File: config.mk
export PLATFORM = sky130hd
export DESIGN_NAME = dbpm_queue
export DESIGN_NICKNAME = d
export VERILOG_FILES = /design/src/rtl/core/dbpm_pkg.sv /design/src/rtl/core/dbpm_queue.sv
export SDC_FILE = /design/constraint.sdc
export NUM_CORES = 1
export LEC_CHECK = 0
export ABC_CLOCK_PERIOD_IN_PS = 3200
export CORE_MARGIN = 5
export CORE_UTILIZATION = 55
export DETAILED_ROUTE_END_ITERATION = 16
export DONT_BUFFER_PORTS = 1
export PLACE_DENSITY = 0.83
export SETUP_SLACK_MARGIN = 0.05
export SLEW_MARGIN = 20
export SYNTH_ARGS = -nofsm -noshare
export SYNTH_HDL_FRONTEND = slang
export SYNTH_SLANG_ARGS = --single-unit
export TNS_END_PERCENT = 10
File: constraint.sdc
create_clock -name clock -period 3.2 [get_ports clock]
set_input_delay 0.64 -clock clock [delete_from_list [all_inputs] [get_ports clock]]
set_output_delay 0.64 -clock clock [all_outputs]
set_load 0.01 [all_outputs]
File: src/rtl/core/dbpm_pkg.sv
// Shared types and constants of the diagonal band penalty mask.
package dbpm_pkg;

   // Field widths of the stream payloads and the configuration registers.
   localparam int SIM_W    = 32;
   localparam int MASK_W   = 31;
   localparam int COUNT_W  = 13;
   localparam int COLUMN_W = 14;
   localparam int HALF_W   = 12;
   localparam int WEIGHT_W = 32;
   localparam int CSR_DATA_W  = 32;
   localparam int CSR_INDEX_W = 3;

   // Fixed-point format of the mask and the weight.
   localparam int FRAC_BITS = 16;
   localparam logic [MASK_W-1:0] MASK_ONE = MASK_W'(1) << FRAC_BITS;
   localparam logic [MASK_W-1:0] MASK_MAX = '1;

   // Band geometry widths: column differences, line terms and their magnitudes.
   localparam int A_W    = 14;
   localparam int DIFF_W = 15;
   localparam int PROD_W = 31;
   localparam int MAG_W  = PROD_W - 1;

   // Inverse line length (unsigned Q1.31) and the sequencer that computes it.
   localparam int INV_W       = 32;
   localparam int INV_FRAC    = 31;
   localparam int SUM_W       = 29;
   localparam int QUOT_W      = 63;
   localparam int RAD_W       = 64;
   localparam int ROOT_W      = 32;
   localparam int REM_SQ_W    = 34;
   localparam int STEP_W      = 6;
   localparam int DIV_STEPS   = 63;
   localparam int SQRT_STEPS  = 32;
   localparam int MUL_W       = 16;

   // Queue between the front and the back.
   localparam int QUEUE_DEPTH = 4;
   localparam int QPTR_W      = 2;

   // Configuration register indexes.
   typedef enum logic [CSR_INDEX_W-1:0] {
      REG_ROW_COUNT,
      REG_COLUMN_COUNT,
      REG_TOP_COLUMN,
      REG_BOTTOM_COLUMN,
      REG_BAND_HALF_WIDTH,
      REG_HARD_MODE,
      REG_PENALTY_WEIGHT
   } reg_index_type;

   // Configuration and the values derived from it.
   typedef struct packed {
      logic [COUNT_W-1:0]         row_count;
      logic [COUNT_W-1:0]         column_count;
      logic                       hard_mode;
      logic signed [WEIGHT_W-1:0] penalty_weight;
      logic signed [A_W-1:0]      a;
      logic signed [DIFF_W-1:0]   d;
      logic [DIFF_W-1:0]          abs_d;
      logic signed [DIFF_W-1:0]   lc;
      logic signed [DIFF_W-1:0]   rc;
      logic signed [PROD_W-1:0]   kl;
      logic signed [PROD_W-1:0]   kr;
      logic [INV_W-1:0]           inverse;
   } cfg_type;

   // One classified cell on its way from the front to the back.
   typedef struct packed {
      logic signed [SIM_W-1:0]  sim;
      logic signed [PROD_W-1:0] nl;
      logic signed [PROD_W-1:0] nr;
      logic                     row_zero;
      logic                     col_inside;
      logic                     last;
   } entry_type;

endpackage

File: src/rtl/core/dbpm_queue.sv
// Short queue of classified cells between the front and the back.
module dbpm_queue (
   input  logic                 clock,
   input  logic                 reset,
   input  logic                 push,
   input  dbpm_pkg::entry_type  push_entry,
   input  logic                 pop,
   output dbpm_pkg::entry_type  pop_entry,
   output logic                 empty,
   output logic                 full
);

   dbpm_pkg::entry_type             slot_ff [dbpm_pkg::QUEUE_DEPTH];
   logic [dbpm_pkg::QPTR_W-1:0]     wr_ptr_ff, rd_ptr_ff;
   logic [dbpm_pkg::QPTR_W:0]       count_ff;

   assign empty     = count_ff == '0;
   assign full      = count_ff == (dbpm_pkg::QPTR_W + 1)'(dbpm_pkg::QUEUE_DEPTH);
   assign pop_entry = slot_ff[rd_ptr_ff];

   // Storage.
   always_ff @(posedge clock) begin
      if (push) begin
         slot_ff[wr_ptr_ff] <= push_entry;
      end
   end

   // Pointers and fill count.
   always_ff @(posedge clock) begin
      if (reset) begin
         wr_ptr_ff <= '0;
         rd_ptr_ff <= '0;
         count_ff  <= '0;
      end else begin
         if (push) begin
            wr_ptr_ff <= wr_ptr_ff + dbpm_pkg::QPTR_W'(1);
         end
         if (pop) begin
            rd_ptr_ff <= rd_ptr_ff + dbpm_pkg::QPTR_W'(1);
         end
         if (push && !pop) begin
            count_ff <= count_ff + (dbpm_pkg::QPTR_W + 1)'(1);
         end else if (pop && !push) begin
            count_ff <= count_ff - (dbpm_pkg::QPTR_W + 1)'(1);
         end
      end
   end

endmodule

# == After elaboration in Yosys (flattened, before gate mapping) ==
# Memory sizes are Yosys's and may differ from the RTL's. A register that Yosys moved wholly into a read port is not among the register bits.
# Index checks and enable logic that the tools add are counted.
# word_totals
register_bits,7
mem_bits_rw,388
out_inout_bits,99
memories,1
# memory_table
memory,words,width,read_ports,rd_ports_with_merged_regs,wr,line_no,text
slot_ff,4,97,1,1,1,dbpm_queue.sv:13,dbpm_pkg::entry_type slot_ff [dbpm_pkg::QUEUE_DEPTH];
# classes
n_addsub,4
eq_ne,1
n_mux,6
reduce_logical,6
# ops
op,count
3-bit two-way mux,2
"2-bit by 1-bit adder with 2-bit output, second input constant",2
2-bit two-way mux,2
"3-bit by 1-bit adder with 3-bit output, second input constant",1
"3-bit == test, second input constant",1
3-bit logical NOT,1
"3-bit by 1-bit subtractor with 3-bit output, second input constant",1
1-bit logical AND,2
1-bit logical NOT,2
1-bit two-way mux,2
2-bit nonzero test,1

# == Longest topological paths before layout ==
# logic_depth
depth_word,4
ltp_mapped,7

# == Worst setup path after synthesis ==
# OpenSTA, ideal clock, no wires.
# synth_timing
path_type,input to register
startpoint,input push
endpoint,memory slot_ff[0][0] in the netlist's numbering (enable)
arrival_ns,2.882
t_required_ns,2.734
path_slack_ns,-0.148
stages,1
path_cell_list,and2_1
# synth_via
elab_chain_cells,2
# synth_rtl
item,line_no,text
start: declaration,dbpm_queue.sv:5,"input logic push,"
1-bit two-way mux,dbpm_queue.sv:23,if (push) begin
1-bit two-way mux (implied by the code),dbpm_queue.sv:24,slot_ff[wr_ptr_ff] <= push_entry;
end: declaration,dbpm_queue.sv:13,
# Every way passes these cells.

==> run metrics <==
worst slew margin relative to its limit 58.4%; Routed wire per std cell 26.6 µm; number of sinks handled by clock tree synthesis 397; initial antenna violation count 0; first-pass GRT wire length roughly 37,000 µm; die area 29,500 µm²; max capacitance violation total 0; tightest hold margin 0.198 ns; dominant synthesized flop cell sky130_fd_sc_hd__edfxtp_1; placement row count between 50 and 60; initial core utilization 55.6%; ranking of synthesized cells by area sky130_fd_sc_hd__edfxtp_1 (81%), sky130_fd_sc_hd__mux4_2 (15%), sky130_fd_sc_hd__dfxtp_1 (1.3%); post-detailed-placement half-perimeter wirelength between 15,000 and 20,000 µm; kind of end point of the critical path output pin; Area growth, synth to finish 11.8%; internal power consumption between 8 and 9 mW; GRT Resource Usage Total 16.9%; RePlAce Congestion 0.751; buffers inserted during post-CTS setup optimization 0; part of the power in combinational logic 7.1%; Clock Skews 0.0164 ns; final number of hold-violating endpoints 0; dominant cell by count in the synthesized netlist sky130_fd_sc_hd__edfxtp_1; power share of the sequential group 54.1%; RSZ-0062 raised after global routing no; final-report setup violation count 0; final antenna diode count 0; number of enable flip-flop cells after synthesis between 300 and 400; Die Wd around 170 µm; total gr overflow 0; synthesized area divided by synthesized cell count 26.2 µm²; setup_tns 0 ns; Global Route met2 Usage 27.7%; global-route track usage on met1 20.9%; net switching power figure about 2.3 mW; peak clock frequency supported by timing approximately 0.36 GHz; number of global-route vias before repair around 6.2k; worst setup path category flop to output pin; shortest clock period the worst path allows after layout 2.75 ns; count of instances resized after the clock tree is built 0; required time at the worst-slack endpoint 2.56 ns; share of synthesized area occupied by flip-flops and latches between 80% and 90%; Cell variety after synth 21; fraction of power spent switching nets between 20% and 30%; slack of the worst reg-to-reg path between 1 and 1.5 ns; power density over the cells about 690 nW/µm²; clock insertion delay at the later pin of the skew report between 0.5 and 0.6 ns; layout cells sized above 1 between 20% and 30%; register clock-pin slew on the reported worst setup and hold paths 0.06 ns; root buf cell sky130_fd_sc_hd__clkbuf_16; Syn. warnings 0; startpoint type of the worst setup path flop; leakage power summed over all cells 5.00 nW; Detailed Route WL 25,200 µm; remaining antenna violation count 0; GR peak layer met2; pin count of the biggest net entering global routing 86; port buffer count 0; CTS tree built; met3 Track Usage GR 7.50%; TritonCTS Buffers 39; Max VDD drop between 500 and 600 µV; Core Box Area roughly 26,000 µm²; routed vias around 5.7k; clock share of power 38.8%; initial drt markers around 360; NumNets Final about 700; proportion of register bits with asynchronous set or reset after synthesis 0%; number of vias per cell after detailed routing 6.05; run status complete, no violations; slew of the pin with the lowest slew margin 0.624 ns; share of the clock period used by the worst path between 80% and 90%; number of cells produced by synthesis 551; maximum level of the CTS H-tree 2; storage element area 11,800 µm²; Synthesized Nets between 600 and 700; cell type contributing the most total cell area after synthesis sky130_fd_sc_hd__edfxtp_1; data arrival at the endpoint of the critical path 2.11 ns; post-synthesis instance area around 14,000 µm²; top-area cell type share of the netlist area 80.8%; number of fill cells in the layout around 1.6k; total iterations of the first detailed-routing run 4; multi-input logic area 2420 µm²; height of the die 172 µm; most common library cells after synthesis sky130_fd_sc_hd__edfxtp_1 (388), sky130_fd_sc_hd__mux4_2 (97), sky130_fd_sc_hd__buf_2 (11), sky130_fd_sc_hd__dfxtp_1 (9); final-report max-slew violation count 0; Crit Path Max Fanout 33; R2R Path Start wr_ptr_ff[0]$_SDFFE_PP0P_; Post-CTS Hold Fix Bufs 0; type of the most critical hold path input pin to flop; count of pins on the block boundary 200; hold path startpoint reset; Synth Register Bits 397; Clock Path Buffers 3; DRC viols 0
[power by group through the flow]
stage	Clock [mW]	Sequential [mW]	Combinational (mW)
final	4.34	6.06	0.797
after global routing	4.68	6.08	0.860
after CTS	4.44	6.07	0.824
after detailed placement	0	6.17	0.820
after global placement	0	6.15	0.805
after floorplan	0	6.14	0.657
[critical path: stages, from the launching register on]
cell and delay [ns]:
sky130_fd_sc_hd__dfxtp_4 0.63, sky130_fd_sc_hd__buf_12 0.31, sky130_fd_sc_hd__mux4_2 0.62
[final cells by class]
cell class / instances / area share, %
Inverter: 4 / 0.0931
Timing Repair Buffer: 13 / 1.15
Clock buffer: 49 / 6.61
Sequential cell: 397 / 73.4
Clock inverter: 19 / 1.06
Multi-Input combinational cell: 127 / 15.0
Tap cell: 335 / 2.60
[routing by layer]
layer | up-vias | part of all wire [%]
met1 | 3030 | 36
met4 | 0 | 1.8
met3 | 41 | 12
li1 | 2416 | -
met5 | - | 0
met2 | 220 | 51
[logic make-up after synthesis]
| family | Yosys count | share of synthesized area, % |
|---|---|---|
| muxes | 99 | 15.3 |
| buffers and inverters | 27 | 1.16 |
| and+or+nand+nor | 15 | 0.512 |
| DFF | 397 | 82.1 |
| xor gates and xnor gates | 5 | 0.304 |
| adders and majority gates | 6 | 0.573 |
| AOI/OAI and AO/OA | 2 | 0.0694 |
[metrics by stage]
| step | setup slack, ns | power, mW | util (%) | instance area (µm²) | cells |
|---|---|---|---|---|---|
| finish | 0.446 | 11.2 | 62.2 | 16100 | 944 |
| global route | 0.290 | 11.6 | 62.2 | 16100 | 944 |
| CTS | 0.395 | 11.3 | 62.2 | 16100 | 944 |
| detailed placement | 0.926 | 6.99 | 57.4 | 14900 | 876 |
| global placement | 0.955 | 6.95 | 57.4 | 14900 | 876 |
| floorplan | -0.148 | 6.79 | - | 14400 | 551 |
[final timing paths]
path,to,cells past startpoint
worst max register to register,slot_ff[3][92]$_DFFE_PP_,3
worst min-delay path,flop,1
worst max-delay path,pop_entry[58],2
worst min register to register,count_ff[2]$_SDFFE_PP0P_,2
[cells in the final DEF (no fill, tap or decap)]
cell / instances
sky130_fd_sc_hd__xor2_1: 3
sky130_fd_sc_hd__clkinv_1: 7
sky130_fd_sc_hd__clkinv_2: 6
sky130_fd_sc_hd__bufinv_16: 3
sky130_fd_sc_hd__dfxtp_4: 2
sky130_fd_sc_hd__mux4_2: 97
sky130_fd_sc_hd__clkinvlp_4: 1
sky130_fd_sc_hd__nor3_1: 1
sky130_fd_sc_hd__clkinv_4: 1
sky130_fd_sc_hd__ha_1: 5
sky130_fd_sc_hd__clkbuf_1: 7
sky130_fd_sc_hd__inv_1: 4
sky130_fd_sc_hd__buf_12: 7
sky130_fd_sc_hd__nor2_1: 7
sky130_fd_sc_hd__clkbuf_8: 1
sky130_fd_sc_hd__or3_1: 1
sky130_fd_sc_hd__inv_6: 1
sky130_fd_sc_hd__fa_1: 1
sky130_fd_sc_hd__a21oi_1: 1
sky130_fd_sc_hd__clkbuf_16: 41
sky130_fd_sc_hd__buf_4: 6
sky130_fd_sc_hd__xnor2_1: 2
sky130_fd_sc_hd__mux2i_1: 2
sky130_fd_sc_hd__o21ai_0: 1
sky130_fd_sc_hd__nand2_1: 1
sky130_fd_sc_hd__edfxtp_1: 388
sky130_fd_sc_hd__nor3b_1: 1
sky130_fd_sc_hd__and2_4: 4
sky130_fd_sc_hd__dfxtp_1: 7
[sequential cells by signal, summed over array words and instances, names as in the netlist, named ones only]
signal / flops
slot_ff: 388
count_ff: 3
rd_ptr_ff: 2
wr_ptr_ff: 2
No activity file was read; power rests on OpenSTA's default activity.
