--- src/rtl/core/dbpm_pkg.sv ---
// Shared types and constants of the diagonal band penalty mask.
package dbpm_pkg;

   // Field widths of the stream payloads and the configuration registers.
   localparam int SIM_W    = 32;
   localparam int MASK_W   = 31;
   localparam int COUNT_W  = 13;
   localparam int COLUMN_W = 14;
   localparam int HALF_W   = 12;
   localparam int WEIGHT_W = 32;
   localparam int CSR_DATA_W  = 32;
   localparam int CSR_INDEX_W = 3;

   // Fixed-point format of the mask and the weight.
   localparam int FRAC_BITS = 16;
   localparam logic [MASK_W-1:0] MASK_ONE = MASK_W'(1) << FRAC_BITS;
   localparam logic [MASK_W-1:0] MASK_MAX = '1;

   // Band geometry widths: column differences, line terms and their magnitudes.
   localparam int A_W    = 14;
   localparam int DIFF_W = 15;
   localparam int PROD_W = 31;
   localparam int MAG_W  = PROD_W - 1;

   // Inverse line length (unsigned Q1.31) and the sequencer that computes it.
   localparam int INV_W       = 32;
   localparam int INV_FRAC    = 31;
   localparam int SUM_W       = 29;
   localparam int QUOT_W      = 63;
   localparam int RAD_W       = 64;
   localparam int ROOT_W      = 32;
   localparam int REM_SQ_W    = 34;
   localparam int STEP_W      = 6;
   localparam int DIV_STEPS   = 63;
   localparam int SQRT_STEPS  = 32;
   localparam int MUL_W       = 16;

   // Queue between the front and the back.
   localparam int QUEUE_DEPTH = 4;
   localparam int QPTR_W      = 2;

   // Configuration register indexes.
   typedef enum logic [CSR_INDEX_W-1:0] {
      REG_ROW_COUNT,
      REG_COLUMN_COUNT,
      REG_TOP_COLUMN,
      REG_BOTTOM_COLUMN,
      REG_BAND_HALF_WIDTH,
      REG_HARD_MODE,
      REG_PENALTY_WEIGHT
   } reg_index_type;

   // Configuration and the values derived from it.
   typedef struct packed {
      logic [COUNT_W-1:0]         row_count;
      logic [COUNT_W-1:0]         column_count;
      logic                       hard_mode;
      logic signed [WEIGHT_W-1:0] penalty_weight;
      logic signed [A_W-1:0]      a;
      logic signed [DIFF_W-1:0]   d;
      logic [DIFF_W-1:0]          abs_d;
      logic signed [DIFF_W-1:0]   lc;
      logic signed [DIFF_W-1:0]   rc;
      logic signed [PROD_W-1:0]   kl;
      logic signed [PROD_W-1:0]   kr;
      logic [INV_W-1:0]           inverse;
   } cfg_type;

   // One classified cell on its way from the front to the back.
   typedef struct packed {
      logic signed [SIM_W-1:0]  sim;
      logic signed [PROD_W-1:0] nl;
      logic signed [PROD_W-1:0] nr;
      logic                     row_zero;
      logic                     col_inside;
      logic                     last;
   } entry_type;

endpackage

--- src/rtl/core/dbpm_front.sv ---
// Front: takes cells, tracks row and column, and forms the boundary line terms.
module dbpm_front #(
   parameter int MAX_DIM = 4096
) (
   input  logic                            clock,
   input  logic                            reset,
   input  dbpm_pkg::cfg_type               cfg,
   input  logic                            cfg_busy,
   input  logic                            restart,
   input  logic                            req_tvalid,
   output logic                            req_tready,
   input  logic [dbpm_pkg::SIM_W-1:0]      req_tdata,
   input  logic                            queue_full,
   output logic                            push,
   output dbpm_pkg::entry_type             push_entry
);

   localparam int POS_W = $clog2(MAX_DIM);
   localparam int CNT_W = (POS_W + 1 > dbpm_pkg::COUNT_W) ? POS_W + 1 : dbpm_pkg::COUNT_W;
   localparam int XW    = (POS_W + 1 > dbpm_pkg::DIFF_W) ? POS_W + 1 : dbpm_pkg::DIFF_W;

   logic [POS_W-1:0]                   col_ff, col_in, row_ff, row_in;
   logic signed [dbpm_pkg::PROD_W-1:0] ax_ff, ax_in, dy_ff, dy_in;
   logic [CNT_W-1:0]                   col_plus, row_plus;
   logic                               last_col, last_row, accept;
   logic signed [XW-1:0]               x_s, lc_s, rc_s;

   assign req_tready = !cfg_busy && !queue_full;
   assign accept     = req_tvalid && req_tready;
   assign push       = accept;

   // End of a row and of the matrix, limited by the counts and by the largest size.
   assign col_plus = CNT_W'(col_ff) + CNT_W'(1);
   assign row_plus = CNT_W'(row_ff) + CNT_W'(1);
   assign last_col = (col_plus >= CNT_W'(cfg.column_count)) || (col_plus >= CNT_W'(MAX_DIM));
   assign last_row = (row_plus >= CNT_W'(cfg.row_count)) || (row_plus >= CNT_W'(MAX_DIM));

   // Position counters; a*x and d*y are kept as running sums along them.
   always_comb begin
      col_in = col_ff;
      row_in = row_ff;
      ax_in  = ax_ff;
      dy_in  = dy_ff;
      if (accept) begin
         if (last_col) begin
            col_in = '0;
            ax_in  = '0;
            if (last_row) begin
               row_in = '0;
               dy_in  = '0;
            end else begin
               row_in = row_ff + POS_W'(1);
               dy_in  = dy_ff + dbpm_pkg::PROD_W'(cfg.d);
            end
         end else begin
            col_in = col_ff + POS_W'(1);
            ax_in  = ax_ff + dbpm_pkg::PROD_W'(cfg.a);
         end
      end
   end

   always_ff @(posedge clock) begin
      if (reset || restart) begin
         col_ff <= '0;
         row_ff <= '0;
         ax_ff  <= '0;
         dy_ff  <= '0;
      end else begin
         col_ff <= col_in;
         row_ff <= row_in;
         ax_ff  <= ax_in;
         dy_ff  <= dy_in;
      end
   end

   // Column test for a vertical band.
   assign x_s  = XW'($signed({1'b0, col_ff}));
   assign lc_s = XW'(cfg.lc);
   assign rc_s = XW'(cfg.rc);

   // Signed distances (scaled) of this cell from the left and right boundary lines.
   always_comb begin
      push_entry.sim        = signed'(req_tdata);
      push_entry.nl         = ax_ff - cfg.kl - dy_ff;
      push_entry.nr         = ax_ff - cfg.kr - dy_ff;
      push_entry.row_zero   = row_ff == '0;
      push_entry.col_inside = (x_s >= lc_s) && (x_s <= rc_s);
      push_entry.last       = last_col && last_row;
   end

endmodule

--- config.mk ---
export PLATFORM = sky130hd
export DESIGN_NAME = dbpm_front
export DESIGN_NICKNAME = d
export VERILOG_FILES = /design/src/rtl/core/dbpm_pkg.sv /design/src/rtl/core/dbpm_front.sv
export SDC_FILE = /design/constraint.sdc
export NUM_CORES = 1
export LEC_CHECK = 0
export ABC_AREA = 1
export BUFFER_PORTS_ARGS = -buffer_cell sky130_fd_sc_hd__buf_2
export CORE_UTILIZATION = 45
export DETAILED_ROUTE_END_ITERATION = 12
export PLACE_DENSITY = 0.69
export REMOVE_ABC_BUFFERS = 1
export SLEW_MARGIN = 40
export SYNTH_ARGS = -nofsm -noshare
export SYNTH_HDL_FRONTEND = slang
export SYNTH_SLANG_ARGS = --single-unit
export TNS_END_PERCENT = 50
--- constraint.sdc ---
create_clock -name clock -period 3.8 [get_ports clock]
set_input_delay 0.57 -clock clock [delete_from_list [all_inputs] [get_ports clock]]
set_output_delay 0.57 -clock clock [all_outputs]
set_load 0.01 [all_outputs]
* Word level (Yosys, flattened, before mapping)
Cells that the tools add are included.
Word-level totals: bits in registers 86, input port bits 265, output and inout bits 99, word-level logic and storage cells 35
Cells by class: add/sub/neg operators 10, $lt $le $gt $ge 6, mux-type cells 4, reductions and logical operators 11
Operator list (number):
- 31-bit subtractor | 4
- 31-bit 2-to-1 mux | 2
- 31-bit by 14-bit adder with 31-bit output | 1
- 31-bit by 15-bit adder with 31-bit output | 1
- 12-bit by 1-bit adder with 13-bit output, second input constant | 2
- 13-bit greater-or-equal comparator | 2
- 13-bit greater-or-equal comparator, second input constant | 2
- 12-bit by 1-bit adder with 12-bit output, second input constant | 2
- 12-bit 2-to-1 mux | 2
- 13-bit by 15-bit greater-or-equal comparator with 1-bit output | 1
- 13-bit by 15-bit less-or-equal comparator with 1-bit output | 1
- 12-bit logical NOT | 1
- 1-bit logical AND | 4
- 1-bit logical OR | 3
- 1-bit logical NOT | 2
- 2-bit AND reduction | 1

* Logic depth before layout (Yosys ltp)
depth in word-level cells 4, depth in mapped cells 20, depth with buffers taken out 19

* Least setup slack after synthesis
Ideal clock, no wire load.
path kind input port to output port, start in cfg[34] (netlist bit), end out push_entry[24] (netlist bit), data arrival time 2.421 ns, data required time 3.230 ns, slack 0.809 ns, stages on the path 12, path buffers 0, path through inv_1 -> fa_1 -> ha_1 -> nand2_1 -> o21ai_1 -> nand2_1 -> nand2_1 -> nand3_1 -> nand2_1 -> nand3_1 -> nand2_1 -> xor2_1
RTL lines:
- start, declared | RTL line dbpm_front.sv:7 | input dbpm_pkg::cfg_type cfg,
- end, declared | RTL line dbpm_front.sv:15 | output dbpm_pkg::entry_type push_entry

==> results_tabular.tex <==
\begin{tabular}{lr}
\hline
Metric & Value \\
\hline
\multicolumn{2}{l}{\textbf{Run status}} \\
Result of the run & complete, no violations \\
\multicolumn{2}{l}{\textbf{Synth}} \\
Most area-hungry cell type in the Yosys netlist & nand2\_1 \\
Most used flip-flop cell after synthesis & dfxtp\_1 \\
Avg Synthesized Cell Area & between 6 and 7 um2 \\
Post-synthesis register bit count & 86 \\
Asr flop ratio synth & 0\% \\
Top cells by count, synth & nand2\_1, inv\_1, nor2\_1 \\
Cell with the most instances after synthesis & nand2\_1 \\
Fraction of the yosys area taken by sequential cells & 11.6\% \\
Number of distinct library cells after synthesis & 45 \\
Number of flops mapped to enable cells by yosys & 0 \\
Area share of the largest cell type after synthesis & $\sim$18\% \\
Cell count after synthesis & $\sim$2400 \\
Count of warnings emitted by yosys & 0 \\
Cell types occupying the most area after synthesis & nand2\_1, ha\_1, dfxtp\_1, inv\_1, fa\_1 \\
Area of the mapped netlist & $\sim$15000 um2 \\
\multicolumn{2}{l}{\textbf{Critical path}} \\
Arrival time at the worst endpoint & a little over 3 ns \\
Required arrival time at the worst endpoint & 3.23 ns \\
Source of the critical timing path & dy\_ff[9]\$\_SDFFE\_PP0P\_ \\
Termination of the worst setup path & push\_entry[55] \\
Worst setup SP type & register \\
R2R Path End & ax\_ff[9]\$\_SDFFE\_PP0P\_ \\
Cells on worst reg2reg path & 16 \\
Type of element capturing the critical path & output port \\
Register-to-register setup slack & approximately 0.49 ns \\
Maximum fanout along the worst path & 5 \\
Reg-to-reg critical path startpoint & col\_ff[1]\$\_SDFFE\_PP0P\_ \\
Critical path class & reg2out \\
\multicolumn{2}{l}{\textbf{Clocking}} \\
TritonCTS Buffers & 9 \\
TritonCTS clock tree & yes \\
Hold-fix buffer count after cts & 0 \\
Clock latency on the worst-skew pair & roughly 0.36 ns \\
Root buffer cell & clkbuf\_16 \\
Buffer depth of the longest clock path & 2 \\
Clk sinks & 86 \\
Post-CTS repair timing setup buffer count & 0 \\
Clock-pin slew reported for the worst setup and hold paths after clock tree synthesis & around 0.07 ns \\
\# H-tree levels & 3 \\
\multicolumn{2}{l}{\textbf{Power}} \\
Overall power & roughly 3.4 mW \\
Standby leakage power & 9.06 nW \\
Power per cell area & just over 200 nW/um2 \\
Worst vdd ir & around 200 uV \\
\multicolumn{2}{l}{\textbf{Floorplanning}} \\
Number of rows in the core area & 66 \\
Initial core utilization & $\sim$46\% \\
I/O pin cnt & roughly 360 \\
Horizontal die dimension & approximately 180 um \\
Die span in y & 183 um \\
Core ar. & between 30000 and 40000 um2 \\
Overall die area & 33600 um2 \\
\multicolumn{2}{l}{\textbf{Global route}} \\
Maximum number of pins on one net before global-route repair & 55 \\
Vias in the first global route & around 15000 \\
GRT Total Usage & about 29\% \\
Overflow left after global routing & 0 \\
First-pass GRT wire length & 77100 um \\
Number of antenna violations at the first check in global routing & 1 \\
\multicolumn{2}{l}{\textbf{STA}} \\
Final Cycle Share & between 90\% and 100\% \\
Slew HR & between 60\% and 70\% \\
Slew @ Worst Pin & slightly below 0.6 ns \\
Number of pins with negative max-slew slack in the final report & 0 \\
Count of final hold-check violations & 0 \\
Final min period & approximately 3.7 ns \\
Max Freq & roughly 0.27 GHz \\
Setup repair after global routing missed its margin & true \\
Worst Hold Margin & slightly below 0.5 ns \\
Final setup fails & 0 \\
Worst Clk Skew & around 0.026 ns \\
Worst Slack Setup Final & 0.139 ns \\
\multicolumn{2}{l}{\textbf{Drt}} \\
Vias per std cell & between 5 and 6 \\
Violation count after the first detailed-routing iteration & roughly 1100 \\
Final antenna-violating net count & 0 \\
Number of remaining DRC errors & 0 \\
Drt wl/cell & roughly 16 um \\
WL final & between 40000 and 50000 um \\
Via Count & approximately 16000 \\
Total iterations of the first detailed-routing run & 7 \\
\multicolumn{2}{l}{\textbf{Place}} \\
Total cell area at the placement stage & about 16000 um2 \\
Number of input and output port buffers inserted & 219 \\
DP Worst Slack & about 0.17 ns \\
Routability cong. & 0.973 \\
Half-perimeter wire length after placement & about 43000 um \\
\multicolumn{2}{l}{\textbf{Hold path}} \\
Hold/Removal Path Class & reg2reg \\
\multicolumn{2}{l}{\textbf{Final layout}} \\
Share of post-route cells with drive strength above 1 & roughly an eighth \\
Nets & approximately 3100 \\
Area growth syn-to-layout & 12.1\% \\
Final cell utilization of the core & $\sim$51\% \\
Layout Cell Area excl Fill & roughly 17000 um2 \\
\multicolumn{2}{l}{\textbf{Job}} \\
Maxcap violations & 0 \\
\hline
\end{tabular}
layer usage:
layer,share of wire [%],wire length (um),global-route usage [%],vias up
met3,7.5,3680,5.80,71
li1,-,-,-,8072
met4,2.6,1300,8.57,4
met5,0.20,100,2.07,-
met2,42,20500,45.1,530
met1,48,23600,40.9,7104
power breakdown:
| part | total (mW) | leakage (nW) | internal [mW] | switching [mW] |
|---|---|---|---|---|
| sequential | 0.917 | 0.700 | 0.905 | 0.0120 |
| clock | 0.906 | 0.145 | 0.467 | 0.439 |
| combinational | 1.54 | 8.22 | 0.566 | 0.977 |
layout make-up:
| class | count | area, um2 |
|---|---|---|
| antenna | 1 | 2.50 |
| clock inverter | 7 | 75.1 |
| clock buffer | 9 | 225 |
| sequential | 86 | 1740 |
| tap | 442 | 553 |
| timing repair buffer | 232 | 1190 |
| multi-input combinational | 1855 | 11100 |
| inverter | 443 | 1670 |
| fill | 3483 | 15900 |
cell families (layout without fill, tap and decap cells):
kind of cell	after synthesis	in the layout	synth area share, %
AO/OA/AOI/OAI	345	345	12.3
XOR/XNOR	89	89	5.26
adder cells (fa/ha/maj)	239	239	23.3
buffers and inverters	498	691	13.9
flip-flops	86	86	11.6
other	0	1	0
AND/OR/NAND/NOR	1182	1182	33.5
worst max-delay path: stages, from the launching register on:
cell and delay, ns:
dfxtp_1 0.42, inv_1 0.18, fa_1 0.47, ha_1 0.35
nand2_1 0.19, nor2_2 0.18, nand2_1 0.11, o21ai_4 0.24
nand3_1 0.11, nand2_1 0.08, xor2_1 0.23, buf_2 0.18
flip-flops by register name (all words and copies together) (netlist names):
register and cells:
ax_ff 31, row_ff 12, dy_ff 31, col_ff 12
how the worst min path moves through the flow:
stage / startpoint / to / slack, ns / cells past startpoint
final: dy_ff[18]$_SDFFE_PP0P_ / dy_ff[18]$_SDFFE_PP0P_ / 0.48 / 2
after global routing: dy_ff[28]$_SDFFE_PP0P_ / dy_ff[28]$_SDFFE_PP0P_ / 0.52 / 2
after CTS: dy_ff[18]$_SDFFE_PP0P_ / dy_ff[18]$_SDFFE_PP0P_ / 0.49 / 2
after detailed placement: dy_ff[18]$_SDFFE_PP0P_ / dy_ff[18]$_SDFFE_PP0P_ / 0.47 / 2
after global placement: dy_ff[18]$_SDFFE_PP0P_ / dy_ff[18]$_SDFFE_PP0P_ / 0.47 / 2
after floorplan: dy_ff[17]$_SDFFE_PP0P_ / dy_ff[17]$_SDFFE_PP0P_ / 0.45 / 2
placed cells by master (no fill, tap or decap), drive strengths merged:
| cell type | count |
|---|---|
| o211ai | 4 |
| clkinvlp | 1 |
| clkbuf | 9 |
| ha | 177 |
| nor4 | 7 |
| nor2 | 225 |
| buf | 232 |
| nor4b | 2 |
| nand3 | 134 |
| o21a | 3 |
| dfxtp | 86 |
| clkinv | 3 |
| and3 | 4 |
| inv | 446 |
| nor3 | 37 |
| xor2 | 64 |
| and2 | 7 |
| o21bai | 7 |
| nand2 | 715 |
| xnor2 | 25 |
| o21ai | 108 |
| fa | 62 |
| a21o | 7 |
| diode | 1 |
| nand4 | 34 |
| nand3b | 7 |
| a21oi | 214 |
| or2 | 7 |
| o2111ai | 2 |
| nor3b | 3 |
what timing repair did:
item                                    in CTS  in global routing
pin swaps                                    0                  1
endpoints found under the setup margin       2                 23
resized for setup                            2                 44
metrics by stage:
stage          cells  TNS (ns)
2_1_floorplan   2384         0
3_3_place_gp    3058         0
3_5_place_dp    3058         0
4_1_cts         3074         0
5_1_grt         3075   -0.0302
6_report        3075         0
Power figures use the tool's default switching activity.
