**src/rtl/core/dbpm_pkg.sv**
```systemverilog
// Shared types and constants of the diagonal band penalty mask.
package dbpm_pkg;

   // Field widths of the stream payloads and the configuration registers.
   localparam int SIM_W    = 32;
   localparam int MASK_W   = 31;
   localparam int COUNT_W  = 13;
   localparam int COLUMN_W = 14;
   localparam int HALF_W   = 12;
   localparam int WEIGHT_W = 32;
   localparam int CSR_DATA_W  = 32;
   localparam int CSR_INDEX_W = 3;

   // Fixed-point format of the mask and the weight.
   localparam int FRAC_BITS = 16;
   localparam logic [MASK_W-1:0] MASK_ONE = MASK_W'(1) << FRAC_BITS;
   localparam logic [MASK_W-1:0] MASK_MAX = '1;

   // Band geometry widths: column differences, line terms and their magnitudes.
   localparam int A_W    = 14;
   localparam int DIFF_W = 15;
   localparam int PROD_W = 31;
   localparam int MAG_W  = PROD_W - 1;

   // Inverse line length (unsigned Q1.31) and the sequencer that computes it.
   localparam int INV_W       = 32;
   localparam int INV_FRAC    = 31;
   localparam int SUM_W       = 29;
   localparam int QUOT_W      = 63;
   localparam int RAD_W       = 64;
   localparam int ROOT_W      = 32;
   localparam int REM_SQ_W    = 34;
   localparam int STEP_W      = 6;
   localparam int DIV_STEPS   = 63;
   localparam int SQRT_STEPS  = 32;
   localparam int MUL_W       = 16;

   // Queue between the front and the back.
   localparam int QUEUE_DEPTH = 4;
   localparam int QPTR_W      = 2;

   // Configuration register indexes.
   typedef enum logic [CSR_INDEX_W-1:0] {
      REG_ROW_COUNT,
      REG_COLUMN_COUNT,
      REG_TOP_COLUMN,
      REG_BOTTOM_COLUMN,
      REG_BAND_HALF_WIDTH,
      REG_HARD_MODE,
      REG_PENALTY_WEIGHT
   } reg_index_type;

   // Configuration and the values derived from it.
   typedef struct packed {
      logic [COUNT_W-1:0]         row_count;
      logic [COUNT_W-1:0]         column_count;
      logic                       hard_mode;
      logic signed [WEIGHT_W-1:0] penalty_weight;
      logic signed [A_W-1:0]      a;
      logic signed [DIFF_W-1:0]   d;
      logic [DIFF_W-1:0]          abs_d;
      logic signed [DIFF_W-1:0]   lc;
      logic signed [DIFF_W-1:0]   rc;
      logic signed [PROD_W-1:0]   kl;
      logic signed [PROD_W-1:0]   kr;
      logic [INV_W-1:0]           inverse;
   } cfg_type;

   // One classified cell on its way from the front to the back.
   typedef struct packed {
      logic signed [SIM_W-1:0]  sim;
      logic signed [PROD_W-1:0] nl;
      logic signed [PROD_W-1:0] nr;
      logic                     row_zero;
      logic                     col_inside;
      logic                     last;
   } entry_type;

endpackage

```
**src/rtl/core/dbpm_cfg.sv**
```systemverilog
// Configuration registers and the sequencer that derives the band constants.
module dbpm_cfg (
   input  logic                                 clock,
   input  logic                                 reset,
   input  logic                                 csr_valid,
   output logic                                 csr_ready,
   input  logic [dbpm_pkg::CSR_INDEX_W-1:0]     csr_index,
   input  logic [dbpm_pkg::CSR_DATA_W-1:0]      csr_data,
   output dbpm_pkg::cfg_type                    cfg,
   output logic                                 busy,
   output logic                                 restart
);

   typedef enum logic [2:0] {
      ST_MUL_AA,
      ST_MUL_DD,
      ST_MUL_KL,
      ST_MUL_KR,
      ST_SUM,
      ST_DIV,
      ST_SQRT,
      ST_DONE
   } state_type;

   logic [dbpm_pkg::COUNT_W-1:0]           row_count_ff;
   logic [dbpm_pkg::COUNT_W-1:0]           column_count_ff;
   logic signed [dbpm_pkg::COLUMN_W-1:0]   top_column_ff;
   logic signed [dbpm_pkg::COLUMN_W-1:0]   bottom_column_ff;
   logic [dbpm_pkg::HALF_W-1:0]            band_half_width_ff;
   logic                                   hard_mode_ff;
   logic signed [dbpm_pkg::WEIGHT_W-1:0]   penalty_weight_ff;

   state_type                              state_ff, state_in;
   logic [dbpm_pkg::SUM_W-1:0]             aa_ff, aa_in, dd_ff, dd_in, s_ff, s_in;
   logic signed [dbpm_pkg::PROD_W-1:0]     kl_ff, kl_in, kr_ff, kr_in;
   logic [dbpm_pkg::SUM_W-1:0]             rem_ff, rem_in;
   logic [dbpm_pkg::QUOT_W-1:0]            quot_ff, quot_in;
   logic [dbpm_pkg::RAD_W-1:0]             rad_ff, rad_in;
   logic [dbpm_pkg::REM_SQ_W-1:0]          r_ff, r_in;
   logic [dbpm_pkg::ROOT_W-1:0]            root_ff, root_in;
   logic [dbpm_pkg::STEP_W-1:0]            step_ff, step_in;
   logic [dbpm_pkg::INV_W-1:0]             inv_ff, inv_in;

   logic                                   write;
   logic                                   write_ok;
   logic signed [dbpm_pkg::A_W-1:0]        a;
   logic signed [dbpm_pkg::DIFF_W-1:0]     d, lc, rc;
   logic [dbpm_pkg::DIFF_W-1:0]            abs_d;
   logic signed [dbpm_pkg::MUL_W-1:0]      op_x, op_y;
   logic signed [2*dbpm_pkg::MUL_W-1:0]    mul;
   logic [dbpm_pkg::SUM_W-1:0]             sum;
   logic [dbpm_pkg::SUM_W:0]               rem2;
   logic                                   div_ge;
   logic [dbpm_pkg::REM_SQ_W+1:0]          r2, trial;
   logic                                   sq_ge;
   logic [dbpm_pkg::QUOT_W-1:0]            quot_next;
   logic [dbpm_pkg::ROOT_W-1:0]            root_next;

   // Writes are always taken; only indexes on the register list have effect.
   assign csr_ready = 1'b1;
   assign write     = csr_valid && csr_ready;

   always_comb begin
      write_ok = 1'b0;
      if (write) begin
         case (csr_index)
            dbpm_pkg::REG_ROW_COUNT,
            dbpm_pkg::REG_COLUMN_COUNT,
            dbpm_pkg::REG_TOP_COLUMN,
            dbpm_pkg::REG_BOTTOM_COLUMN,
            dbpm_pkg::REG_BAND_HALF_WIDTH,
            dbpm_pkg::REG_HARD_MODE,
            dbpm_pkg::REG_PENALTY_WEIGHT: write_ok = 1'b1;
            default:                      write_ok = 1'b0;
         endcase
      end
   end

   assign restart = write_ok;

   // Register file.
   always_ff @(posedge clock) begin
      if (reset) begin
         row_count_ff       <= dbpm_pkg::COUNT_W'(2);
         column_count_ff    <= dbpm_pkg::COUNT_W'(1);
         top_column_ff      <= '0;
         bottom_column_ff   <= '0;
         band_half_width_ff <= '0;
         hard_mode_ff       <= 1'b1;
         penalty_weight_ff  <= '0;
      end else if (write) begin
         case (csr_index)
            dbpm_pkg::REG_ROW_COUNT:
               row_count_ff <= csr_data[dbpm_pkg::COUNT_W-1:0];
            dbpm_pkg::REG_COLUMN_COUNT:
               column_count_ff <= csr_data[dbpm_pkg::COUNT_W-1:0];
            dbpm_pkg::REG_TOP_COLUMN:
               top_column_ff <= signed'(csr_data[dbpm_pkg::COLUMN_W-1:0]);
            dbpm_pkg::REG_BOTTOM_COLUMN:
               bottom_column_ff <= signed'(csr_data[dbpm_pkg::COLUMN_W-1:0]);
            dbpm_pkg::REG_BAND_HALF_WIDTH:
               band_half_width_ff <= csr_data[dbpm_pkg::HALF_W-1:0];
            dbpm_pkg::REG_HARD_MODE:
               hard_mode_ff <= csr_data[0];
            dbpm_pkg::REG_PENALTY_WEIGHT:
               penalty_weight_ff <= signed'(csr_data[dbpm_pkg::WEIGHT_W-1:0]);
            default: ;
         endcase
      end
   end

   // Line geometry: row span, column drift and the two boundary columns at row zero.
   assign a     = signed'({1'b0, row_count_ff}) - dbpm_pkg::A_W'(1);
   assign d     = dbpm_pkg::DIFF_W'(bottom_column_ff) - dbpm_pkg::DIFF_W'(top_column_ff);
   assign abs_d = (d < 0) ? dbpm_pkg::DIFF_W'(-d) : dbpm_pkg::DIFF_W'(d);
   assign lc    = dbpm_pkg::DIFF_W'(top_column_ff)
                  - dbpm_pkg::DIFF_W'(signed'({1'b0, band_half_width_ff}));
   assign rc    = dbpm_pkg::DIFF_W'(top_column_ff)
                  + dbpm_pkg::DIFF_W'(signed'({1'b0, band_half_width_ff}));

   // One multiplier shared by the four product steps.
   always_comb begin
      case (state_ff)
         ST_MUL_AA: begin
            op_x = dbpm_pkg::MUL_W'(a);
            op_y = dbpm_pkg::MUL_W'(a);
         end
         ST_MUL_DD: begin
            op_x = dbpm_pkg::MUL_W'(d);
            op_y = dbpm_pkg::MUL_W'(d);
         end
         ST_MUL_KL: begin
            op_x = dbpm_pkg::MUL_W'(a);
            op_y = dbpm_pkg::MUL_W'(lc);
         end
         ST_MUL_KR: begin
            op_x = dbpm_pkg::MUL_W'(a);
            op_y = dbpm_pkg::MUL_W'(rc);
         end
         default: begin
            op_x = '0;
            op_y = '0;
         end
      endcase
   end

   assign mul = op_x * op_y;
   assign sum = aa_ff + dd_ff;

   // Restoring division of 2^62 by the squared line length, one quotient bit a step.
   assign rem2      = {rem_ff, (step_ff == dbpm_pkg::STEP_W'(dbpm_pkg::DIV_STEPS - 1))};
   assign div_ge    = rem2 >= {1'b0, s_ff};
   assign quot_next = {quot_ff[dbpm_pkg::QUOT_W-2:0], div_ge};

   // Digit-by-digit square root, one root bit a step.
   assign r2        = {r_ff, rad_ff[dbpm_pkg::RAD_W-1 -: 2]};
   assign trial     = {2'b00, root_ff, 2'b01};
   assign sq_ge     = r2 >= trial;
   assign root_next = {root_ff[dbpm_pkg::ROOT_W-2:0], sq_ge};

   // Sequencer next state.
   always_comb begin
      state_in = state_ff;
      aa_in    = aa_ff;
      dd_in    = dd_ff;
      s_in     = s_ff;
      kl_in    = kl_ff;
      kr_in    = kr_ff;
      rem_in   = rem_ff;
      quot_in  = quot_ff;
      rad_in   = rad_ff;
      r_in     = r_ff;
      root_in  = root_ff;
      step_in  = step_ff;
      inv_in   = inv_ff;
      case (state_ff)
         ST_MUL_AA: begin
            aa_in    = mul[dbpm_pkg::SUM_W-1:0];
            state_in = ST_MUL_DD;
         end
         ST_MUL_DD: begin
            dd_in    = mul[dbpm_pkg::SUM_W-1:0];
            state_in = ST_MUL_KL;
         end
         ST_MUL_KL: begin
            kl_in    = dbpm_pkg::PROD_W'(mul);
            state_in = ST_MUL_KR;
         end
         ST_MUL_KR: begin
            kr_in    = dbpm_pkg::PROD_W'(mul);
            state_in = ST_SUM;
         end
         ST_SUM: begin
            s_in = sum;
            if (sum == '0) begin
               inv_in   = '0;
               state_in = ST_DONE;
            end else begin
               rem_in   = '0;
               quot_in  = '0;
               step_in  = dbpm_pkg::STEP_W'(dbpm_pkg::DIV_STEPS - 1);
               state_in = ST_DIV;
            end
         end
         ST_DIV: begin
            rem_in  = div_ge ? dbpm_pkg::SUM_W'(rem2 - {1'b0, s_ff})
                             : rem2[dbpm_pkg::SUM_W-1:0];
            quot_in = quot_next;
            if (step_ff == '0) begin
               rad_in   = {1'b0, quot_next};
               r_in     = '0;
               root_in  = '0;
               step_in  = dbpm_pkg::STEP_W'(dbpm_pkg::SQRT_STEPS - 1);
               state_in = ST_SQRT;
            end else begin
               step_in = step_ff - dbpm_pkg::STEP_W'(1);
            end
         end
         ST_SQRT: begin
            r_in    = sq_ge ? dbpm_pkg::REM_SQ_W'(r2 - trial) : r2[dbpm_pkg::REM_SQ_W-1:0];
            root_in = root_next;
            rad_in  = rad_ff << 2;
            if (step_ff == '0) begin
               inv_in   = root_next;
               state_in = ST_DONE;
            end else begin
               step_in = step_ff - dbpm_pkg::STEP_W'(1);
            end
         end
         ST_DONE: ;
         default: state_in = ST_MUL_AA;
      endcase
      // A register write starts the whole derivation over.
      if (write_ok) begin
         state_in = ST_MUL_AA;
      end
   end

   always_ff @(posedge clock) begin
      if (reset) begin
         state_ff <= ST_MUL_AA;
      end else begin
         state_ff <= state_in;
      end
      aa_ff   <= aa_in;
      dd_ff   <= dd_in;
      s_ff    <= s_in;
      kl_ff   <= kl_in;
      kr_ff   <= kr_in;
      rem_ff  <= rem_in;
      quot_ff <= quot_in;
      rad_ff  <= rad_in;
      r_ff    <= r_in;
      root_ff <= root_in;
      step_ff <= step_in;
      inv_ff  <= inv_in;
   end

   assign busy = state_ff != ST_DONE;

   always_comb begin
      cfg.row_count      = row_count_ff;
      cfg.column_count   = column_count_ff;
      cfg.hard_mode      = hard_mode_ff;
      cfg.penalty_weight = penalty_weight_ff;
      cfg.a              = a;
      cfg.d              = d;
      cfg.abs_d          = abs_d;
      cfg.lc             = lc;
      cfg.rc             = rc;
      cfg.kl             = kl_ff;
      cfg.kr             = kr_ff;
      cfg.inverse        = inv_ff;
   end

endmodule

```
**config.mk**
```make
export PLATFORM = sky130hd
export DESIGN_NAME = dbpm_cfg
export DESIGN_NICKNAME = d
export VERILOG_FILES = /design/src/rtl/core/dbpm_pkg.sv /design/src/rtl/core/dbpm_cfg.sv
export SDC_FILE = /design/constraint.sdc
export NUM_CORES = 2
export LEC_CHECK = 0
export BUFFER_PORTS_ARGS = -buffer_cell sky130_fd_sc_hd__buf_2
export CAP_MARGIN = 20
export CORE_ASPECT_RATIO = 1.5
export CORE_UTILIZATION = 67
export CTS_CLUSTER_SIZE = 12
export DETAILED_ROUTE_END_ITERATION = 8
export PLACE_DENSITY = 0.94
export SLEW_MARGIN = 25
export SYNTH_ARGS = -nofsm -noshare
export SYNTH_HDL_FRONTEND = slang
export SYNTH_SLANG_ARGS = --single-unit
```
**constraint.sdc**
```tcl
create_clock -name clock -period 20.2 [get_ports clock]
set_input_delay 1.01 -clock clock [delete_from_list [all_inputs] [get_ports clock]]
set_output_delay 1.01 -clock clock [all_outputs]
set_load 0.02 [all_outputs]
```
## Yosys cells after proc, flatten, opt, wreduce, memory -nomap -nowiden

Cells that the tools add are included.

- Logic and storage cells: 104
- Flip-flop bits (word level): 510
- Output and inout port bits: 230
- Input bits: 38

- Reduce and logical (&&, ||, !) cells: 24
- Muxes and demuxes: 28
- $lt $le $gt $ge: 3
- $add $sub $neg: 9
- Equality and inequality tests: 19
- $mul: 1

Operators by type and width:

| operator | number |
|---|---|
| one-hot mux 32 bit (2 select lines) | 2 |
| one-hot mux 64 bit (2 select lines) | 1 |
| one-hot mux 62 bit (2 select lines) | 1 |
| 2-to-1 mux 32 bit | 3 |
| 2-to-1 mux 34 bit | 2 |
| one-hot mux 34 bit (2 select lines) | 1 |
| 2-to-1 mux 64 bit | 1 |
| one-hot mux 16 bit (4 select lines) | 1 |
| 2-to-1 mux 62 bit | 1 |
| 2-to-1 mux 29 bit | 2 |
| one-hot mux 29 bit (2 select lines) | 1 |
| >= comparator 36 x 34 -> 1 bit | 1 |
| subtractor 34 bit | 1 |
| one-hot mux 16 bit (2 select lines) | 1 |
| multiplier 16 x 16 -> 31 bit | 1 |
| >= comparator 30 x 29 -> 1 bit | 1 |
| adder 29 bit | 1 |
| zero test 29 bit | 1 |
| subtractor 29 bit | 1 |
| one-hot mux 3 bit (7 select lines) | 1 |
| equality test 3 bit (second input constant) | 6 |
| 2-to-1 mux 6 bit | 3 |
| one-hot mux 6 bit (3 select lines) | 1 |
| AND reduction 2 bit | 9 |
| 25 further kinds | 40 |

## Longest topological paths before layout

- Depth in word-level cells: 5
- Gate-level depth with buffers: 37
- Mapped depth without buffers: 36

## Worst setup path after synthesis

OpenSTA, ideal clock, no wires.

- Kind: register to register
- Start: register aa_ff[0] (netlist name)
- End: register quot_ff[0] (netlist name), enable pin
- Period minus slack after synthesis: 9916 ps
- Buffers on the path: 0
- Data required time: 19524 ps
- Setup time: 676 ps
- Data arrival time: 9240 ps
- Slack: 10284 ps
- Stages on the path, launching flop included: 13
- Path through: edfxtp_1 -> ha_1 -> inv_1 -> fa_1 -> nand2b_1 -> a21oi_1 -> o2111a_1 -> or4_1 -> and3_1 -> o21ai_0 -> nor4_1 -> and4_1 -> a211oi_1

- Word-level cells in the longest chain between the ends: 4

Ends and longest elaborated chain:

| item | line | text |
|---|---|---|
| start, declared | dbpm_cfg.sv:34 | `logic [dbpm_pkg::SUM_W-1:0] aa_ff, aa_in, dd_ff, dd_in, s_ff, s_in;` |
| start signal, assigned | dbpm_cfg.sv:245 | `aa_ff <= aa_in;` |
| adder 29 bit | dbpm_cfg.sv:148 | `assign sum = aa_ff + dd_ff;` |
| zero test 29 bit | dbpm_cfg.sv:195 | `if (sum == '0) begin` |
| inequality test 2 bit (no source line) | - |  |
| AND reduction 2 bit (no source line) | - |  |
| end signal, assigned | dbpm_cfg.sv:251 | `quot_ff <= quot_in;` |
| end, declared | dbpm_cfg.sv:37 | `logic [dbpm_pkg::QUOT_W-1:0] quot_ff, quot_in;` |

Every way passes these cells.
A chain may end at the register's enable or synchronous reset.

## Worst setup path in the final report

- Start: register top_column_ff[1] (netlist name)
- End: register kl_ff[30] (netlist name), data pin

- Word-level cells in the longest chain between the ends: 3
- Elaborated cells on any way between the ends: 6
- Those cells by class: 3 x add/sub; 1 x mul; 2 x mux

Ends and longest elaborated chain:

| item | line | text |
|---|---|---|
| start, declared | dbpm_cfg.sv:27 | `logic signed [dbpm_pkg::COLUMN_W-1:0] top_column_ff;` |
| start signal, assigned | dbpm_cfg.sv:98 | `top_column_ff <= signed'(csr_data[dbpm_pkg::COLUMN_W-1:0]);` |
| adder 14 x 13 -> 15 bit, or another cell as far along | dbpm_cfg.sv:119 | `+ dbpm_pkg::DIFF_W'(signed'({1'b0, band_half_width_ff}));` |
| one-hot mux 16 bit (4 select lines) / one-hot mux 16 bit (2 select lines) (equally long branches) | dbpm_cfg.sv:123 | `case (state_ff)` |
| multiplier 16 x 16 -> 31 bit * | dbpm_cfg.sv:147 | `assign mul = op_x * op_y;` |
| named net mul, one bit | dbpm_cfg.sv:50 | `logic signed [2*dbpm_pkg::MUL_W-1:0] mul;` |
| end signal, assigned | dbpm_cfg.sv:248 | `kl_ff <= kl_in;` |
| end, declared | dbpm_cfg.sv:35 | `logic signed [dbpm_pkg::PROD_W-1:0] kl_ff, kl_in, kr_ff, kr_in;` |

Mark *: on every way through the listed nets, which the timed path passes. The rest lies on a longest branch.

==> impl_metrics.csv <==
group,metric,value,unit
run_status,status,"finished, final reports clean",
worst_setup_path,ff2ff_path_depth,27,
final_layout,drive_gt1_frac,0.108,
cts,post_cts_resized,0,
worst_setup_path,cp-startpoint,"top_column_ff[1]",
placed_design,numPortBuffers,266,
worst_setup_path,worstPathArrival,10.50,ns
yosys,yosysMostFrequentCell,"nand2_1",
final_layout,fillers,3390,
worst_hold_path,hold_class,"flip-flop to flip-flop",
timing,setup_violations,0,
final_layout,nNetsFinal,4435,
yosys,synth_area_leader_cell,"edfxtp_1",
yosys,seq_area_frac_synth,0.397,
timing,fmax,0.0985,GHz
final_layout,seq_area,0.0143,mm2
power_and_ir_drop,irDropWorstVdd,81.3,uV
worst_setup_path,cpMostUsedCell,"fa_1",
power_and_ir_drop,p_sw_frac,0.396,
timing,rsz0062_at_grt,"no",
grt,track_usage,0.385,
yosys,synth_edf_count,408,
yosys,syn_nets,4218,
cts,post-cts-setup-buffers,0,
final_layout,multi_input_area,0.0195,mm2
route,via_count,29399,
yosys,synth_commonest_cells,"646 x nand2_1, 454 x inv_1, 408 x edfxtp_1",
die,io_pins,268,
cts,insertion_delay,0.63,ns
placed_design,place.gp.congestion,1.07,
timing,tns,0,ns
power_and_ir_drop,leakage,17.5,nW
die,core_region_area,0.0528,mm2
cts,path_clk_slew,0.07,ns
timing,relSlewSlack,0.209,
timing,setup_ws,10.05,ns
power_and_ir_drop,internal_power,2.30,mW
power_and_ir_drop,total_power,3.80,mW
worst_setup_path,r2r-start,"top_column_ff[1]",
grt,grt_first_pass_wirelength,160,mm
cts,numCtsBuffers,50,
grt,antenna_found_initial,3,
cts,cts_max_path_buffers,3,
timing,clock_skew,0.0299,ns
die,rows,103,
placed_design,place_area,0.0380,mm2
yosys,syn-instance-count,3713,
power_and_ir_drop,p_per_area,96.3,mW/mm2
die,die_x,191,um
worst_setup_path,crit-reg2reg-capture,"kl_ff[30]",
yosys,syn_area_per_cell,9.69,um2
yosys,ys.flop_type,"edfxtp_1",
timing,period_needed,10.15,ns
yosys,synthArstFlopShare,0,
timing,finalHoldViolCount,0,
final_layout,areaGrowthSynthToFinish,9.78,%
die,initial_core_util,0.681,
yosys,ys_seq_elements,510,
power_and_ir_drop,netSwitchingPower,1.51,mW
worst_setup_path,worstSetupPathType,"flip-flop to flip-flop",
die,die_area,0.0547,mm2
route,routedWlPerCell,22.3,um
route,drt-pass1-iter-count,8,
worst_setup_path,regToRegSetupSlack,10.05,ns
yosys,synth_warnings,0,
yosys,synth_area,0.0360,mm2
grt,overflow,0,
yosys,synth_cell_types,81,
final_layout,stdcell_area,0.0395,mm2
timing,slew_viol_final,0,
die,chipHeight,286,um
cts,cts_tree,"built",
power_and_ir_drop,p_seq_frac,0.347,
route,ant_nets,0,
route,drt_iter0_markers,2704,
timing,whs,0.451,ns
yosys,synth_top_area_frac,0.341,
final_layout,finish.utilization,0.748,
power_and_ir_drop,clockPowerShare,0.230,
grt,grt_pass1_vias,30531,
worst_setup_path,required,20.55,ns
final_layout,layout.cells.non_filler,4635,
cts,clock_sinks,510,
worst_setup_path,cp-endpoint,"kl_ff[30]",
power_and_ir_drop,pwr-share-comb,0.423,
timing,worst_pin_slew,1.18,ns
run,cap_viol_max_count,0,
worst_setup_path,crit_fanout,14,
worst_setup_path,max_stage_delay,1.02,ns
cts,cts_root_buf,"clkbuf_16",
cts,htreeDepth,2,
worst_setup_path,cp-start-kind,"flip-flop",
yosys,synthTopCellsByArea,"edfxtp_1 34%, fa_1 14%, ha_1 7.4%",
placed_design,dp_hpwl,76.2,mm
placed_design,dp_slack,10.38,ns
worst_setup_path,slowest_stage,"nor3_1",
timing,period_share,0.502,
worst_setup_path,end_kind,"flip-flop",
cts,ctsHoldBuffers,0,
placed_design,dp_cells,4559,
route,drc_errors,0,
route,drt-total-wl,103,mm
route,via_per_inst,6.34,
grt,grt_max_degree,102,
cell usage in the layout, fill, tap and decap left out, types with 8 or more instances in the layout:
master,Yosys,final
o21a_1,25,25
inv_1,454,453
nor4_1,14,13
clkbuf_1,129,11
dfxtp_1,102,101
and2_1,26,26
fa_1,254,254
nand3b_1,8,8
xnor2_1,94,94
nor2_1,289,283
a2111oi_0,10,8
o21bai_1,13,13
o211ai_1,20,20
xor2_1,58,58
ha_1,213,213
mux2i_1,43,43
o21ai_0,84,84
a211o_1,14,14
a21o_1,50,50
or2_2,10,10
and3_1,83,83
or3_1,14,14
o31ai_1,16,16
a31oi_1,23,23
nor2b_1,22,22
buf_4,6,44
nand3_1,52,51
a31o_2,8,8
nand2b_1,31,31
a211oi_1,33,28
nand2_1,646,644
nor3_1,65,60
edfxtp_1,408,408
clkbuf_16,0,50
a21oi_1,240,240
nand4_1,18,18
buf_2,8,267
cells by family (layout without fill, tap and decap cells):
family / Yosys count / after routing / share of synthesized area
AND/OR/NAND/NOR: 1312 / 1312 / 0.161
AO/OA/AOI/OAI: 622 / 622 / 0.111
buffers and inverters: 600 / 839 / 0.0635
flip-flops: 510 / 510 / 0.397
adder cells (fa/ha/maj): 467 / 467 / 0.215
XOR/XNOR: 152 / 152 / 0.0370
multiplexers: 49 / 49 / 0.0148
other: 1 / 2 / 0.000104
flip-flops by register name, summed over array words and instances (netlist names):
register,flops
dd_ff,29
top_column_ff,14
s_ff,29
state_ff,3
quot_ff,62
hard_mode_ff,1
row_count_ff,13
rem_ff,29
rad_ff,64
aa_ff,29
inv_ff,32
bottom_column_ff,14
penalty_weight_ff,32
root_ff,32
column_count_ff,13
step_ff,6
kl_ff,31
r_ff,34
band_half_width_ff,12
kr_ff,31
layer usage:
metal  vias up  part of all wire  GRT usage
li1      12981                 -          -
met1     13954              0.31      0.393
met2      1856              0.50      0.663
met3       604             0.095     0.0843
met4         4             0.099      0.327
met5         -           0.00027          0
critical path, delay by kind of cell (launching register included):
| kind | cells | cell delay, ns |
|---|---|---|
| flops | 1 | 0.49 |
| buf+inv | 4 | 0.59 |
| mux | 1 | 0.21 |
| fa+ha+maj | 8 | 4.36 |
| xor+xnor | 1 | 0.11 |
| compound gates | 9 | 2.31 |
| simple gates | 4 | 1.82 |
area by class of cell:
type	count	share of cell area
multi-input combinational	2603	0.495
sequential	510	0.362
inverter	454	0.0432
timing repair buffer	311	0.0422
clock buffer	64	0.0338
tap	682	0.0216
clock inverter	10	0.00266
antenna	1	0.0000634
worst min path at each step:
stage	startpoint	endpoint	slack [ns]	cells after the start
2_1_floorplan	bottom_column_ff[0]	bottom_column_ff[0]	0.44	2
3_3_place_gp	penalty_weight_ff[20]	penalty_weight_ff[20]	0.44	2
3_5_place_dp	column_count_ff[11]	column_count_ff[11]	0.44	2
4_1_cts	column_count_ff[11]	column_count_ff[11]	0.45	2
5_1_grt	column_count_ff[11]	column_count_ff[11]	0.47	2
6_report	column_count_ff[11]	column_count_ff[11]	0.45	2
power groups by stage:
stage	combinational, mW	sequential (mW)	clock (mW)
floorplan	1.07	1.34	0
detailed placement	1.53	1.34	0
global placement	1.45	1.33	0
finish	1.61	1.32	0.876
global route	1.73	1.32	0.912
CTS	1.55	1.32	0.877
No activity file was read; power rests on OpenSTA's default activity.
